`src/rtl/core/hbridge_drive_with_startup_check_assert.svh`:
```
// Assertion macros for the H-bridge drive block.
// Included by the top level; no other dependencies.
`ifndef HBRIDGE_DRIVE_WITH_STARTUP_CHECK_ASSERT_SVH
`define HBRIDGE_DRIVE_WITH_STARTUP_CHECK_ASSERT_SVH

// Same-cycle implication, disabled while reset is high.
`define HBD_ASSERT_IMPLY(label, clk, rst, ante, cons, msg) \
   label: assert property (@(posedge clk) disable iff (rst) (ante) |-> (cons)) \
      else $error(msg);

// Next-cycle implication, disabled while reset is high.
`define HBD_ASSERT_NEXT(label, clk, rst, ante, cons, msg) \
   label: assert property (@(posedge clk) disable iff (rst) (ante) |=> (cons)) \
      else $error(msg);

`endif

```
`src/rtl/core/hbd_pkg.sv`:
```
// Shared types and constants for the H-bridge drive block.
// No dependencies.
package hbd_pkg;

   // transaction action codes
   localparam logic [1:0] ACT_TICK  = 2'd0;
   localparam logic [1:0] ACT_START = 2'd1;
   localparam logic [1:0] ACT_FORCE = 2'd2;

   // force direction codes; anything else is neutral
   localparam logic [1:0] DIR_LEFT  = 2'd1;
   localparam logic [1:0] DIR_RIGHT = 2'd2;

   // register file
   localparam int         CSR_ADDR_BITS       = 3;
   localparam int         CSR_DATA_BITS       = 32;
   localparam logic       CSR_PHASE_TICKS     = 1'b0;
   localparam logic       CSR_CHECK_INTENSITY = 1'b1;
   localparam logic [15:0] PHASE_TICKS_RESET     = 16'd1000;
   localparam logic [6:0]  CHECK_INTENSITY_RESET = 7'd50;

   // duty = pct * 255 / 100, with the divide done as multiply by ceil(2^19/100)
   localparam logic [6:0]  PCT_MAX    = 7'd100;
   localparam logic [20:0] DUTY_SCALE = 21'd1336965;
   localparam int          DUTY_SHIFT = 19;

   typedef enum logic [3:0] {
      PH_LEFT  = 4'b0001,
      PH_RIGHT = 4'b0010,
      PH_STOP  = 4'b0100,
      PH_DONE  = 4'b1000
   } phase_type;

   typedef struct packed {
      logic [15:0] phase_ticks;
      logic [6:0]  check_intensity;
   } cfg_type;

   typedef struct packed {
      logic [1:0]         action;
      logic [1:0]         direction;
      logic signed [15:0] intensity;
   } req_type;

   typedef struct packed {
      logic [7:0] left_duty;
      logic [7:0] right_duty;
      logic       bridge_on;
      logic       checking;
      logic       ready_res;
      logic       command_taken;
   } rsp_type;

endpackage

```
`src/rtl/core/hbd_duty.sv`:
```
// Intensity percent to PWM duty: clamp to 0..100, scale by 255/100, truncate.
// Depends on hbd_pkg.
module hbd_duty (
   input  logic signed [15:0] pct,
   output logic [7:0]         duty
);
   import hbd_pkg::*;

   logic [6:0]  pct_clamped;
   logic [27:0] scaled;

   always_comb begin
      if (pct < 16'sd0) begin
         pct_clamped = '0;
      end else if (pct > $signed({9'd0, PCT_MAX})) begin
         pct_clamped = PCT_MAX;
      end else begin
         pct_clamped = pct[6:0];
      end
   end

   // exact for every product up to 25500
   assign scaled = 28'(pct_clamped) * 28'(DUTY_SCALE);
   assign duty   = scaled[DUTY_SHIFT +: 8];

endmodule

```
`src/rtl/core/hbd_csr.sv`:
```
// Configuration registers of the H-bridge drive block behind an APB-style port.
// Depends on hbd_pkg.
module hbd_csr (
   input  logic                               clock,
   input  logic                               reset,
   input  logic                               csr_psel,
   input  logic                               csr_penable,
   input  logic                               csr_pwrite,
   input  logic [hbd_pkg::CSR_ADDR_BITS-1:0]  csr_paddr,
   input  logic [hbd_pkg::CSR_DATA_BITS-1:0]  csr_pwdata,
   output logic [hbd_pkg::CSR_DATA_BITS-1:0]  csr_prdata,
   output hbd_pkg::cfg_type                   cfg
);
   import hbd_pkg::*;

   logic        wr_en;
   logic        reg_sel;
   logic [15:0] phase_ticks_ff, phase_ticks_in;
   logic [6:0]  check_intensity_ff, check_intensity_in;

   assign wr_en   = csr_psel && csr_penable && csr_pwrite;
   assign reg_sel = csr_paddr[2];

   always_comb begin
      phase_ticks_in     = phase_ticks_ff;
      check_intensity_in = check_intensity_ff;
      if (wr_en) begin
         unique case (reg_sel)
            CSR_PHASE_TICKS:     phase_ticks_in     = csr_pwdata[15:0];
            CSR_CHECK_INTENSITY: check_intensity_in = csr_pwdata[6:0];
         endcase
      end
   end

   always_ff @(posedge clock) begin
      if (reset) begin
         phase_ticks_ff     <= PHASE_TICKS_RESET;
         check_intensity_ff <= CHECK_INTENSITY_RESET;
      end else begin
         phase_ticks_ff     <= phase_ticks_in;
         check_intensity_ff <= check_intensity_in;
      end
   end

   always_comb begin
      unique case (reg_sel)
         CSR_PHASE_TICKS:     csr_prdata = CSR_DATA_BITS'(phase_ticks_ff);
         CSR_CHECK_INTENSITY: csr_prdata = CSR_DATA_BITS'(check_intensity_ff);
      endcase
   end

   assign cfg.phase_ticks     = phase_ticks_ff;
   assign cfg.check_intensity = check_intensity_ff;

endmodule

```
`src/rtl/core/hbd_core.sv`:
```
// Drive state and self-check sequencer: applies one transaction per cycle in which item_fire is high.
// Depends on hbd_pkg and hbd_duty.
module hbd_core #(
   parameter int TIMER_BITS = 16
) (
   input  logic             clock,
   input  logic             reset,
   input  logic             item_fire,
   input  hbd_pkg::req_type item,
   input  hbd_pkg::cfg_type cfg,
   output hbd_pkg::rsp_type result
);
   import hbd_pkg::*;

   localparam int LIMIT_BITS = (TIMER_BITS > 16) ? TIMER_BITS : 16;
   localparam logic [TIMER_BITS-1:0] COUNT_MAX = {TIMER_BITS{1'b1}};

   phase_type             phase_ff, phase_in;
   logic [TIMER_BITS-1:0] count_ff, count_in;
   logic                  running_ff, running_in;
   logic                  finished_ff, finished_in;
   logic                  drive_en_ff, drive_en_in;
   logic                  bridge_ff, bridge_in;
   logic [7:0]            left_ff, left_in;
   logic [7:0]            right_ff, right_in;
   logic                  taken;

   logic [7:0]            check_duty;
   logic [7:0]            force_duty;
   logic [LIMIT_BITS-1:0] ticks_ext;
   logic [LIMIT_BITS-1:0] limit;
   logic [TIMER_BITS-1:0] count_inc;
   logic                  phase_end;

   hbd_duty u_check_duty (
      .pct  ($signed({9'd0, cfg.check_intensity})),
      .duty (check_duty)
   );

   hbd_duty u_force_duty (
      .pct  (item.intensity),
      .duty (force_duty)
   );

   // clip the phase length to what the counter can reach; saturate the counter
   assign ticks_ext = LIMIT_BITS'(cfg.phase_ticks);
   assign limit     = (ticks_ext > LIMIT_BITS'(COUNT_MAX)) ? LIMIT_BITS'(COUNT_MAX) : ticks_ext;
   assign count_inc = (count_ff == COUNT_MAX) ? count_ff : count_ff + TIMER_BITS'(1);
   assign phase_end = LIMIT_BITS'(count_inc) >= limit;

   always_comb begin
      phase_in    = phase_ff;
      count_in    = count_ff;
      running_in  = running_ff;
      finished_in = finished_ff;
      drive_en_in = drive_en_ff;
      bridge_in   = bridge_ff;
      left_in     = left_ff;
      right_in    = right_ff;
      taken       = 1'b0;
      case (item.action)
         ACT_TICK: begin
            if (running_ff) begin
               if (phase_end) begin
                  count_in = '0;
                  left_in  = '0;
                  right_in = '0;
                  unique case (phase_ff)
                     PH_LEFT: begin
                        phase_in = PH_RIGHT;
                        right_in = check_duty;
                     end
                     PH_RIGHT: phase_in = PH_STOP;
                     PH_STOP: begin
                        phase_in    = PH_DONE;
                        running_in  = 1'b0;
                        finished_in = 1'b1;
                        drive_en_in = 1'b1;
                     end
                     default: phase_in = PH_LEFT;
                  endcase
               end else begin
                  count_in = count_inc;
               end
            end
         end
         ACT_START: begin
            bridge_in   = 1'b1;
            running_in  = 1'b1;
            finished_in = 1'b0;
            phase_in    = PH_LEFT;
            count_in    = '0;
            left_in     = check_duty;
            right_in    = '0;
         end
         ACT_FORCE: begin
            // drop force commands until a check has completed and none runs
            if (drive_en_ff && !running_ff) begin
               taken    = 1'b1;
               left_in  = '0;
               right_in = '0;
               if (item.direction == DIR_LEFT) begin
                  left_in = force_duty;
               end else if (item.direction == DIR_RIGHT) begin
                  right_in = force_duty;
               end
            end
         end
         default: ;
      endcase
   end

   always_ff @(posedge clock) begin
      if (reset) begin
         phase_ff    <= PH_LEFT;
         count_ff    <= '0;
         running_ff  <= 1'b0;
         finished_ff <= 1'b0;
         drive_en_ff <= 1'b0;
         bridge_ff   <= 1'b0;
         left_ff     <= '0;
         right_ff    <= '0;
      end else if (item_fire) begin
         phase_ff    <= phase_in;
         count_ff    <= count_in;
         running_ff  <= running_in;
         finished_ff <= finished_in;
         drive_en_ff <= drive_en_in;
         bridge_ff   <= bridge_in;
         left_ff     <= left_in;
         right_ff    <= right_in;
      end
   end

   assign result.left_duty     = left_in;
   assign result.right_duty    = right_in;
   assign result.bridge_on     = bridge_in;
   assign result.checking      = running_in;
   assign result.ready_res     = drive_en_in && finished_in;
   assign result.command_taken = taken;

endmodule

```
`src/rtl/core/hbridge_drive_with_startup_check.sv`:
```
// H-bridge drive with timed startup self-check. Accepts one transaction per
// clock cycle while the input register is empty or the result register is
// free, and presents one result per transaction on the rsp_ ports. A taken
// transaction waits in the input register until the result register is free;
// the core updates the state as it moves on, and its result is held until read.
// Configuration must be written through the csr_ port only while no transaction
// is in flight; the block does not enforce this. No clearing pass follows reset.
// Depends on hbd_pkg, hbd_csr, hbd_core and the assertion macro header.
`include "hbridge_drive_with_startup_check_assert.svh"

module hbridge_drive_with_startup_check #(
   parameter int TIMER_BITS = 16
) (
   input  logic                               clock,
   input  logic                               reset,
   input  logic                               req_valid,
   output logic                               req_ready,
   input  logic [1:0]                         req_action,
   input  logic [1:0]                         req_direction,
   input  logic signed [15:0]                 req_intensity,
   output logic                               rsp_valid,
   input  logic                               rsp_ready,
   output logic [7:0]                         rsp_left_duty,
   output logic [7:0]                         rsp_right_duty,
   output logic                               rsp_bridge_on,
   output logic                               rsp_checking,
   output logic                               rsp_ready_res,
   output logic                               rsp_command_taken,
   input  logic                               csr_psel,
   input  logic                               csr_penable,
   input  logic                               csr_pwrite,
   input  logic [hbd_pkg::CSR_ADDR_BITS-1:0]  csr_paddr,
   input  logic [hbd_pkg::CSR_DATA_BITS-1:0]  csr_pwdata,
   output logic [hbd_pkg::CSR_DATA_BITS-1:0]  csr_prdata,
   output logic                               csr_pready
);
   import hbd_pkg::*;

   cfg_type cfg;
   req_type req_item;
   req_type item_ff, item_in;
   logic    item_valid_ff, item_valid_in;
   rsp_type result;
   rsp_type rsp_ff, rsp_in;
   logic    rsp_valid_ff, rsp_valid_in;
   logic    out_free;
   logic    item_fire;

   assign csr_pready = 1'b1;

   hbd_csr u_csr (
      .clock       (clock),
      .reset       (reset),
      .csr_psel    (csr_psel),
      .csr_penable (csr_penable),
      .csr_pwrite  (csr_pwrite),
      .csr_paddr   (csr_paddr),
      .csr_pwdata  (csr_pwdata),
      .csr_prdata  (csr_prdata),
      .cfg         (cfg)
   );

   assign req_item.action    = req_action;
   assign req_item.direction = req_direction;
   assign req_item.intensity = req_intensity;

   // the result register frees up when empty or being read this cycle
   assign out_free  = !rsp_valid_ff || rsp_ready;
   assign item_fire = item_valid_ff && out_free;
   assign req_ready = !item_valid_ff || out_free;

   assign item_valid_in = req_ready ? req_valid : item_valid_ff;
   assign item_in       = (req_valid && req_ready) ? req_item : item_ff;
   assign rsp_valid_in  = out_free ? item_valid_ff : rsp_valid_ff;
   assign rsp_in        = item_fire ? result : rsp_ff;

   hbd_core #(
      .TIMER_BITS (TIMER_BITS)
   ) u_core (
      .clock     (clock),
      .reset     (reset),
      .item_fire (item_fire),
      .item      (item_ff),
      .cfg       (cfg),
      .result    (result)
   );

   always_ff @(posedge clock) begin
      if (reset) begin
         item_valid_ff <= 1'b0;
         rsp_valid_ff  <= 1'b0;
      end else begin
         item_valid_ff <= item_valid_in;
         rsp_valid_ff  <= rsp_valid_in;
      end
   end

   always_ff @(posedge clock) begin
      item_ff <= item_in;
      rsp_ff  <= rsp_in;
   end

   assign rsp_valid         = rsp_valid_ff;
   assign rsp_left_duty     = rsp_ff.left_duty;
   assign rsp_right_duty    = rsp_ff.right_duty;
   assign rsp_bridge_on     = rsp_ff.bridge_on;
   assign rsp_checking      = rsp_ff.checking;
   assign rsp_ready_res     = rsp_ff.ready_res;
   assign rsp_command_taken = rsp_ff.command_taken;

   `HBD_ASSERT_IMPLY(a_taken_only_when_ready, clock, reset, rsp_valid && rsp_command_taken, !rsp_checking && rsp_ready_res, "force applied while not ready")
   `HBD_ASSERT_IMPLY(a_check_has_bridge, clock, reset, rsp_valid && rsp_checking, rsp_bridge_on, "check running with bridge off")
   `HBD_ASSERT_IMPLY(a_ready_not_checking, clock, reset, rsp_valid && rsp_ready_res, !rsp_checking, "ready while check runs")
   `HBD_ASSERT_NEXT(a_pending_item_kept, clock, reset, item_valid_ff && !out_free, item_valid_ff && $stable(item_ff), "input register lost a stalled item")

endmodule

```
`config.mk`:
```
export PLATFORM = sky130hd
export DESIGN_NAME = hbridge_drive_with_startup_check
export DESIGN_NICKNAME = d
export VERILOG_FILES = /design/src/rtl/core/hbd_pkg.sv /design/src/rtl/core/hbd_duty.sv /design/src/rtl/core/hbd_csr.sv /design/src/rtl/core/hbd_core.sv /design/src/rtl/core/hbridge_drive_with_startup_check.sv
export VERILOG_INCLUDE_DIRS = /design/src /design/src/rtl/core
export SDC_FILE = /design/constraint.sdc
export NUM_CORES = 1
export LEC_CHECK = 0
export BUFFER_PORTS_ARGS = -buffer_cell sky130_fd_sc_hd__buf_2
export CORE_MARGIN = 2
export CORE_UTILIZATION = 48
export CTS_CLUSTER_SIZE = 16
export DETAILED_ROUTE_END_ITERATION = 16
export PLACE_DENSITY = 0.67
export SYNTH_ARGS = -nofsm -noshare
export SYNTH_HDL_FRONTEND = slang
export SYNTH_SLANG_ARGS = --single-unit
```
`constraint.sdc`:
```
create_clock -name clock -period 5.9 [get_ports clock]
set_clock_uncertainty 0.05 [all_clocks]
set_input_delay 0.59 -clock clock [delete_from_list [all_inputs] [get_ports clock]]
set_output_delay 0.59 -clock clock [all_outputs]
set_load 0.05 [all_outputs]
```
==> results of run 1 <==
-- cells by family after synthesis --
kind of cell,count (synthesis)
and+or+nand+nor,292
AOI/OAI and AO/OA,209
adders and majority gates,151
buffers and inverters,143
DFF,105
xor gates and xnor gates,33
muxes,5
other,2
-- Yosys cell counts (3+ instances only) --
cell type | n | share of area
a31oi_1 | 7 | 0.0053
and4_1 | 3 | 0.0032
o21bai_1 | 4 | 0.0036
a41o_1 | 3 | 0.0036
o21ai_0 | 40 | 0.024
ha_1 | 125 | 0.19
o21a_1 | 4 | 0.0036
or2_2 | 7 | 0.0053
clkbuf_1 | 24 | 0.011
nand2b_1 | 10 | 0.0076
nand2_1 | 99 | 0.045
buf_4 | 17 | 0.015
a31o_2 | 4 | 0.0042
a211oi_1 | 7 | 0.0063
nor2_1 | 80 | 0.036
xor2_1 | 8 | 0.0085
o211ai_1 | 15 | 0.014
xnor2_1 | 25 | 0.026
edfxtp_1 | 40 | 0.14
a21oi_1 | 61 | 0.037
nor3b_1 | 3 | 0.0027
o21ai_1 | 3 | 0.0018
nand3b_1 | 6 | 0.0054
a21o_1 | 17 | 0.015
nand4_1 | 13 | 0.0098
and2_1 | 7 | 0.0053
a221oi_1 | 3 | 0.0032
or3_1 | 5 | 0.0038
dfxtp_1 | 65 | 0.16
nor4_1 | 4 | 0.0030
mux2i_1 | 3 | 0.0036
fa_1 | 26 | 0.063
and3_1 | 9 | 0.0068
nand3_1 | 26 | 0.016
inv_1 | 100 | 0.045
nor2b_1 | 4 | 0.0030
nor3_1 | 13 | 0.0079
a22oi_1 | 16 | 0.014
-- flip-flops by register name (all words and copies together) (netlist names), 7 cells and up --
signal and cells:
u_core.left_ff 8, u_csr.phase_ticks_ff 16, rsp_left_duty 8, rsp_right_duty 8, u_csr.check_intensity_ff 7, item_ff 20, u_core.count_ff 16, u_core.right_ff 8
-- what timing repair did --
| action | in CTS | in global routing |
|---|---|---|
| setup endpoints to repair | 0 | 11 |
| gates resized for setup | 0 | 3 |
| buffers inserted | 0 | 1 |
-- cell type report --
class                           instances  area [µm²]
Tap cell                              225         282
Clock inverter                          7        80.1
Multi-Input combinational cell        707        5250
Sequential cell                       105        2500
Inverter                              101         379
Timing Repair Buffer                   91         480
Fill cell                            1622        7860
Clock buffer                            9         225
-- worst max-delay path, delay by kind of cell (launching register included) --
family | cells | cell delay, ns
buffers and inverters | 2 | 0.31
AO/OA/AOI/OAI | 8 | 1.94
adder cells (fa/ha/maj) | 5 | 1.85
XOR/XNOR | 1 | 0.17
AND/OR/NAND/NOR | 2 | 0.37
flip-flops | 1 | 0.55
-- where the power goes --
group | switching, mW | internal (mW)
Combinational | 0.282 | 0.146
Clock | 0.307 | 0.302
Sequential | 0.0207 | 0.783
Total | 0.609 | 1.23
-- how the worst min path moves through the flow --
stage / start / endpoint / slack [ns]
floorplan: u_core.bridge_ff / u_core.bridge_ff / 0.38
global placement: u_core.bridge_ff / u_core.bridge_ff / 0.39
detailed placement: u_csr.phase_ticks_ff[15] / u_csr.phase_ticks_ff[15] / 0.40
CTS: req_direction[1] / item_ff[17] / 0.34
global route: req_action[0] / item_ff[18] / 0.34
finish: req_direction[1] / item_ff[17] / 0.35
-- metal layers --
layer / vias to the layer above / wire length [µm] / track usage
met1: 3124 / 8880 / 0.292
met5: - / 0 / 0
met2: 140 / 8410 / 0.337
met3: 17 / 671 / 0.0296
li1: 3423 / - / -
met4: 0 / 227 / 0.0463
==> results.py, run 1 <==
metrics = {
    "critical_path": {
        "crit_required_ns": 5.94,
        "endpoint": "rsp_right_duty[7]",
        "cp_slowest_cell": "dfxtp_1",
        "endpoint_kind": "flop",
        "slowest_delay_ns": 0.55,
        "startpoint": "u_csr.check_intensity_ff[5]",
        "start_kind": "flop",
        "arrival_ns": 5.56,
        "r2r_cells": 18,
        "reg2reg_slack_ns": 0.37,
        "path_class": "flop to flop",
        "rr_endpoint": "rsp_right_duty[7]",
        "path_cells": "o311ai_0 > nand2_1 > inv_1 > ha_1 > fa_1 > fa_1 > ha_1 > ha_1 > nand3_1 > a2111oi_0 > buf_4 > a21oi_1 > a21oi_1 > a21oi_1 > o21bai_1 > xnor2_1 > a2111oi_2 > a22oi_1",
        "rr_startpoint": "u_csr.check_intensity_ff[5]",
        "cp_max_fo": 9,
    },
    "cells_and_area": {
        "fin_nets": 1228,
        "antennaDiodeCount": 0,
        "final_common_cell": "ha_1",
        "instances_no_fill": 1245,
        "final_cell_mix": "ha_1 (125), inv_1 (100), nand2_1 (99)",
        "layout-drive-gt1-share": 0.128,
        "finalInstanceArea_mm2": 0.00920,
        "area_growth_pct": 11.0,
        "final_util": 0.539,
    },
    "yosys": {
        "ys_async_sr_fraction": 0,
        "synth_mux_area_frac": 0.00634,
        "yosys_most_used_dff": "dfxtp_1",
        "synthSimpleGateAreaFrac": 0.166,
        "synth_top_family_by_area": "adder cells",
        "ys.warnings.count": 0,
        "synth_edf_count": 40,
        "ys_seq_area_frac": 0.302,
        "synth_xor_area_frac": 0.0349,
        "ys_ff_latch": 105,
        "syn-instance-count": 940,
        "syn_area_mm2": 0.00829,
        "yosysUniqueCellTypes": 63,
        "synth-adder-area-share": 0.252,
        "syn_avg_cell_area_um2": 8.81,
        "synth-compound-area-share": 0.165,
    },
    "clock_network": {
        "clock_latency_ns": 0.36,
        "cts_tree": "done",
        "clockBufferDepth": 2,
        "htree_levels": 3,
        "clkTransAtPathRegs_ns": 0.08,
        "cts-buffers-inserted": 9,
        "clkSinkCount": 105,
        "holdBufCountCts": 0,
        "root_buffer": "clkbuf_16",
    },
    "global_routing": {
        "grt_pass1_wl_um": 30300,
        "grt_max_degree": 53,
        "grt_pass1_vias": 6211,
        "grt_usage": 0.206,
        "overflow": 0,
        "grt_antenna_before_repair": 0,
    },
    "timing": {
        "finalSetupTns_ns": 0,
        "worstMarginPinSlew_ns": 0.996,
        "setup_slack_ns": 0.374,
        "fmax_ghz": 0.181,
        "min_period_over_period": 0.937,
        "min_period_ns": 5.53,
        "drv_slew": 0,
        "setup_viol": 0,
        "final_hold_viol_count": 0,
        "max_slew_margin": 0.334,
        "hold_slack_ns": 0.348,
        "rsz0062_at_grt": "false",
    },
    "placed_design": {
        "placed_area_mm2": 0.00887,
        "port_buffers": 81,
        "gp_congestion": 0.839,
        "place_ws_ns": 0.223,
        "place_inst": 1228,
        "place_hpwl_um": 14200,
    },
    "drt": {
        "ant_nets": 0,
        "viasPerCell": 5.38,
        "wl_per_cell_um": 14.6,
        "drt_iter0_drc": 469,
        "num_vias": 6704,
        "drcViolationCount": 0,
        "drt_pass1_iterations": 6,
        "wl_um": 18200,
    },
    "pwr": {
        "vdd_drop_max_uv": 155,
        "power_mw": 1.84,
        "power_density_mw_per_mm2": 200,
        "leakage_nw": 4.28,
    },
    "outcome": {
        "status": "completed",
    },
    "floorplan": {
        "die_w_um": 135,
        "start_util": 0.486,
        "die-area_mm2": 0.0183,
        "ios": 117,
        "die_h_um": 135,
        "core_mm2": 0.0171,
        "num_rows": 48,
    },
    "job": {
        "maxCapViolCount": 0,
    },
    "min_path": {
        "worstHoldPathCells": 1,
        "min_path_type": "primary input to flop",
    },
}
Power figures use the tool's default switching activity.
==> run 2: changes to the inputs <==
--- a/config.mk
+++ b/config.mk
@@ -8,10 +8,10 @@
 export LEC_CHECK = 0
 export BUFFER_PORTS_ARGS = -buffer_cell sky130_fd_sc_hd__buf_2
 export CORE_MARGIN = 2
-export CORE_UTILIZATION = 48
+export CORE_UTILIZATION = 50
 export CTS_CLUSTER_SIZE = 16
 export DETAILED_ROUTE_END_ITERATION = 16
-export PLACE_DENSITY = 0.67
+export PLACE_DENSITY = 0.69
 export SYNTH_ARGS = -nofsm -noshare
 export SYNTH_HDL_FRONTEND = slang
 export SYNTH_SLANG_ARGS = --single-unit
==> run 2 against run 1 <==
Against the previous run: flip-flop and latch count unchanged; non-clock buffer count is 1 higher; count of clock-buffer cells in the layout rose by 1; via count rose by 0.54%; cell count is 0.32% lower; fmax grew 1.6%; first-iteration DRC count down 1.5%; critical endpoint unchanged.
==> results.py, run 2 (synthesis results as in run 1) <==
metrics = {
    "critical_path": {
        "start_kind": "flop",
        "path_class": "flop to flop",
        "path_cells": "nor4_4 > nand2_2 > nor3_2 > nand2_1 > inv_1 > ha_1 > inv_1 > fa_1 > inv_1 > ha_1 > inv_1 > fa_1 > inv_1 > ha_1 > nand4_1 > nor2_1 > a31oi_1 > a211oi_2 > o21ai_1 > o211ai_2 > mux2i_1 > a2111oi_2 > a22oi_1",
        "crit_top_cell": "inv_1",
        "crit_required_ns": 5.95,
        "slowest_delay_ns": 0.55,
        "arrival_ns": 5.49,
        "r2r_cells": 23,
        "cp_max_fo": 7,
        "endpoint_kind": "flop",
        "cp_slowest_cell": "fa_1",
    },
    "placed_design": {
        "gp_congestion": 0.858,
        "place_hpwl_um": 14200,
        "place_ws_ns": 0.378,
        "port_buffers": 81,
    },
    "drt": {
        "wl_per_cell_um": 14.7,
        "drt_iter0_drc": 462,
        "wl_um": 18200,
        "ant_nets": 0,
        "num_vias": 6740,
        "viasPerCell": 5.43,
        "drcViolationCount": 0,
        "drt_pass1_iterations": 7,
    },
    "timing": {
        "max_slew_margin": 0.341,
        "setup_slack_ns": 0.460,
        "min_period_ns": 5.44,
        "fmax_ghz": 0.184,
        "finalSetupTns_ns": 0,
        "final_hold_viol_count": 0,
        "drv_slew": 0,
        "setup_viol": 0,
        "rsz0062_at_grt": "false",
        "worstMarginPinSlew_ns": 0.989,
        "min_period_over_period": 0.922,
    },
    "clock_network": {
        "cts-buffers-inserted": 9,
        "clock_latency_ns": 0.36,
        "clkTransAtPathRegs_ns": 0.08,
        "holdBufCountCts": 0,
        "root_buffer": "clkbuf_16",
        "clkSinkCount": 105,
        "cts_tree": "done",
        "clockBufferDepth": 2,
        "htree_levels": 3,
    },
    "global_routing": {
        "grt_pass1_wl_um": 30200,
        "grt_antenna_before_repair": 0,
        "use_met3": 0.0356,
        "grt_usage": 0.211,
        "use_met2": 0.340,
        "overflow": 0,
        "grt_pass1_vias": 6348,
        "grt_max_degree": 53,
        "grtUsageMet1": 0.287,
        "grt_busiest_layer": "met2",
    },
    "cells_and_area": {
        "antennaDiodeCount": 0,
        "fin_nets": 1229,
        "final_cell_mix": "ha_1 (125), inv_1 (100), nand2_1 (99)",
        "top_regs": "item_ff: 20 flops, u_core.count_ff: 16 flops, u_csr.phase_ticks_ff: 16 flops",
        "final_common_cell": "ha_1",
        "layout-drive-gt1-share": 0.129,
        "largest_register_ffs": 20,
        "regMostFlops": "item_ff",
        "area_growth_pct": 11.2,
    },
    "pwr": {
        "sw_frac_of_total": 0.323,
        "vdd_drop_max_uv": 138,
        "p_clk_frac": 0.348,
        "p_sw_mw": 0.611,
        "p_comb_frac": 0.228,
        "leakage_nw": 4.30,
        "p_seq_frac": 0.424,
        "power_density_mw_per_mm2": 206,
        "intPower_mw": 1.28,
    },
    "floorplan": {
        "num_rows": 47,
        "start_util": 0.505,
        "die-area_mm2": 0.0176,
        "die_w_um": 133,
        "core_mm2": 0.0164,
        "ios": 117,
        "die_h_um": 133,
    },
    "outcome": {
        "status": "completed",
    },
    "job": {
        "maxCapViolCount": 0,
    },
    "min_path": {
        "min_path_type": "primary input to flop",
        "worstHoldPathCells": 1,
    },
}
## run 2: per-stage QoR
| step | utilization | instance area, µm² | instances | total power [mW] | hold WS (ns) |
|---|---|---|---|---|---|
| 6_report | 0.562 | 9210 | 1241 | 1.89 | 0.350 |
| 5_1_grt | 0.562 | 9210 | 1241 | 1.98 | 0.343 |
| 4_1_cts | 0.561 | 9200 | 1240 | 1.90 | 0.341 |
| 3_5_place_dp | 0.541 | 8870 | 1224 | 1.25 | 0.398 |
| 3_3_place_gp | 0.541 | 8870 | 1224 | 1.24 | 0.391 |
| 2_1_floorplan | - | 8340 | 955 | 1.14 | 0.379 |
## run 2: layer usage
layer | up-vias | part of all wire | wire (µm)
li1 | 3431 | - | -
met1 | 3117 | 0.48 | 8700
met2 | 162 | 0.46 | 8400
met3 | 30 | 0.041 | 742
met4 | 0 | 0.022 | 399
met5 | - | 0 | 0
## run 2: cell type report
type / instances / area (µm²)
Timing Repair Buffer: 92 / 488
Multi-Input combinational cell: 707 / 5240
Clock inverter: 6 / 83.8
Sequential cell: 105 / 2500
Fill cell: 1491 / 7190
Clock buffer: 10 / 239
Tap cell: 220 / 275
Inverter: 101 / 379
## run 2: power groups by stage
stage	clock, mW	sequential, mW	combinational [mW]
final	0.659	0.803	0.431
after detailed placement	0	0.820	0.426
after CTS	0.668	0.803	0.430
after global routing	0.693	0.807	0.482
after global placement	0	0.819	0.420
after floorplan	0	0.841	0.304
## run 2: what timing repair did
item	4_1_cts	5_1_grt
setup endpoints to repair	0	8
buffers inserted	0	1
resized for setup	0	4
## run 2: worst max-delay path: cells and delay by family (launching register included)
kind	cells	cell delay, ns
mux	1	0.18
fa+ha+maj	5	1.79
flops	1	0.42
simple gates	6	1.13
compound gates	6	1.18
buf+inv	5	0.41
## run 2: worst paths after layout
kind,to,slack [ns],start
setup / recovery,rsp_right_duty[7],0.46,item_ff[11]
hold / removal,item_ff[16],0.35,req_direction[0]
setup reg to reg,rsp_right_duty[7],0.46,item_ff[11]
hold reg to reg,u_csr.phase_ticks_ff[14],0.41,u_csr.phase_ticks_ff[14]
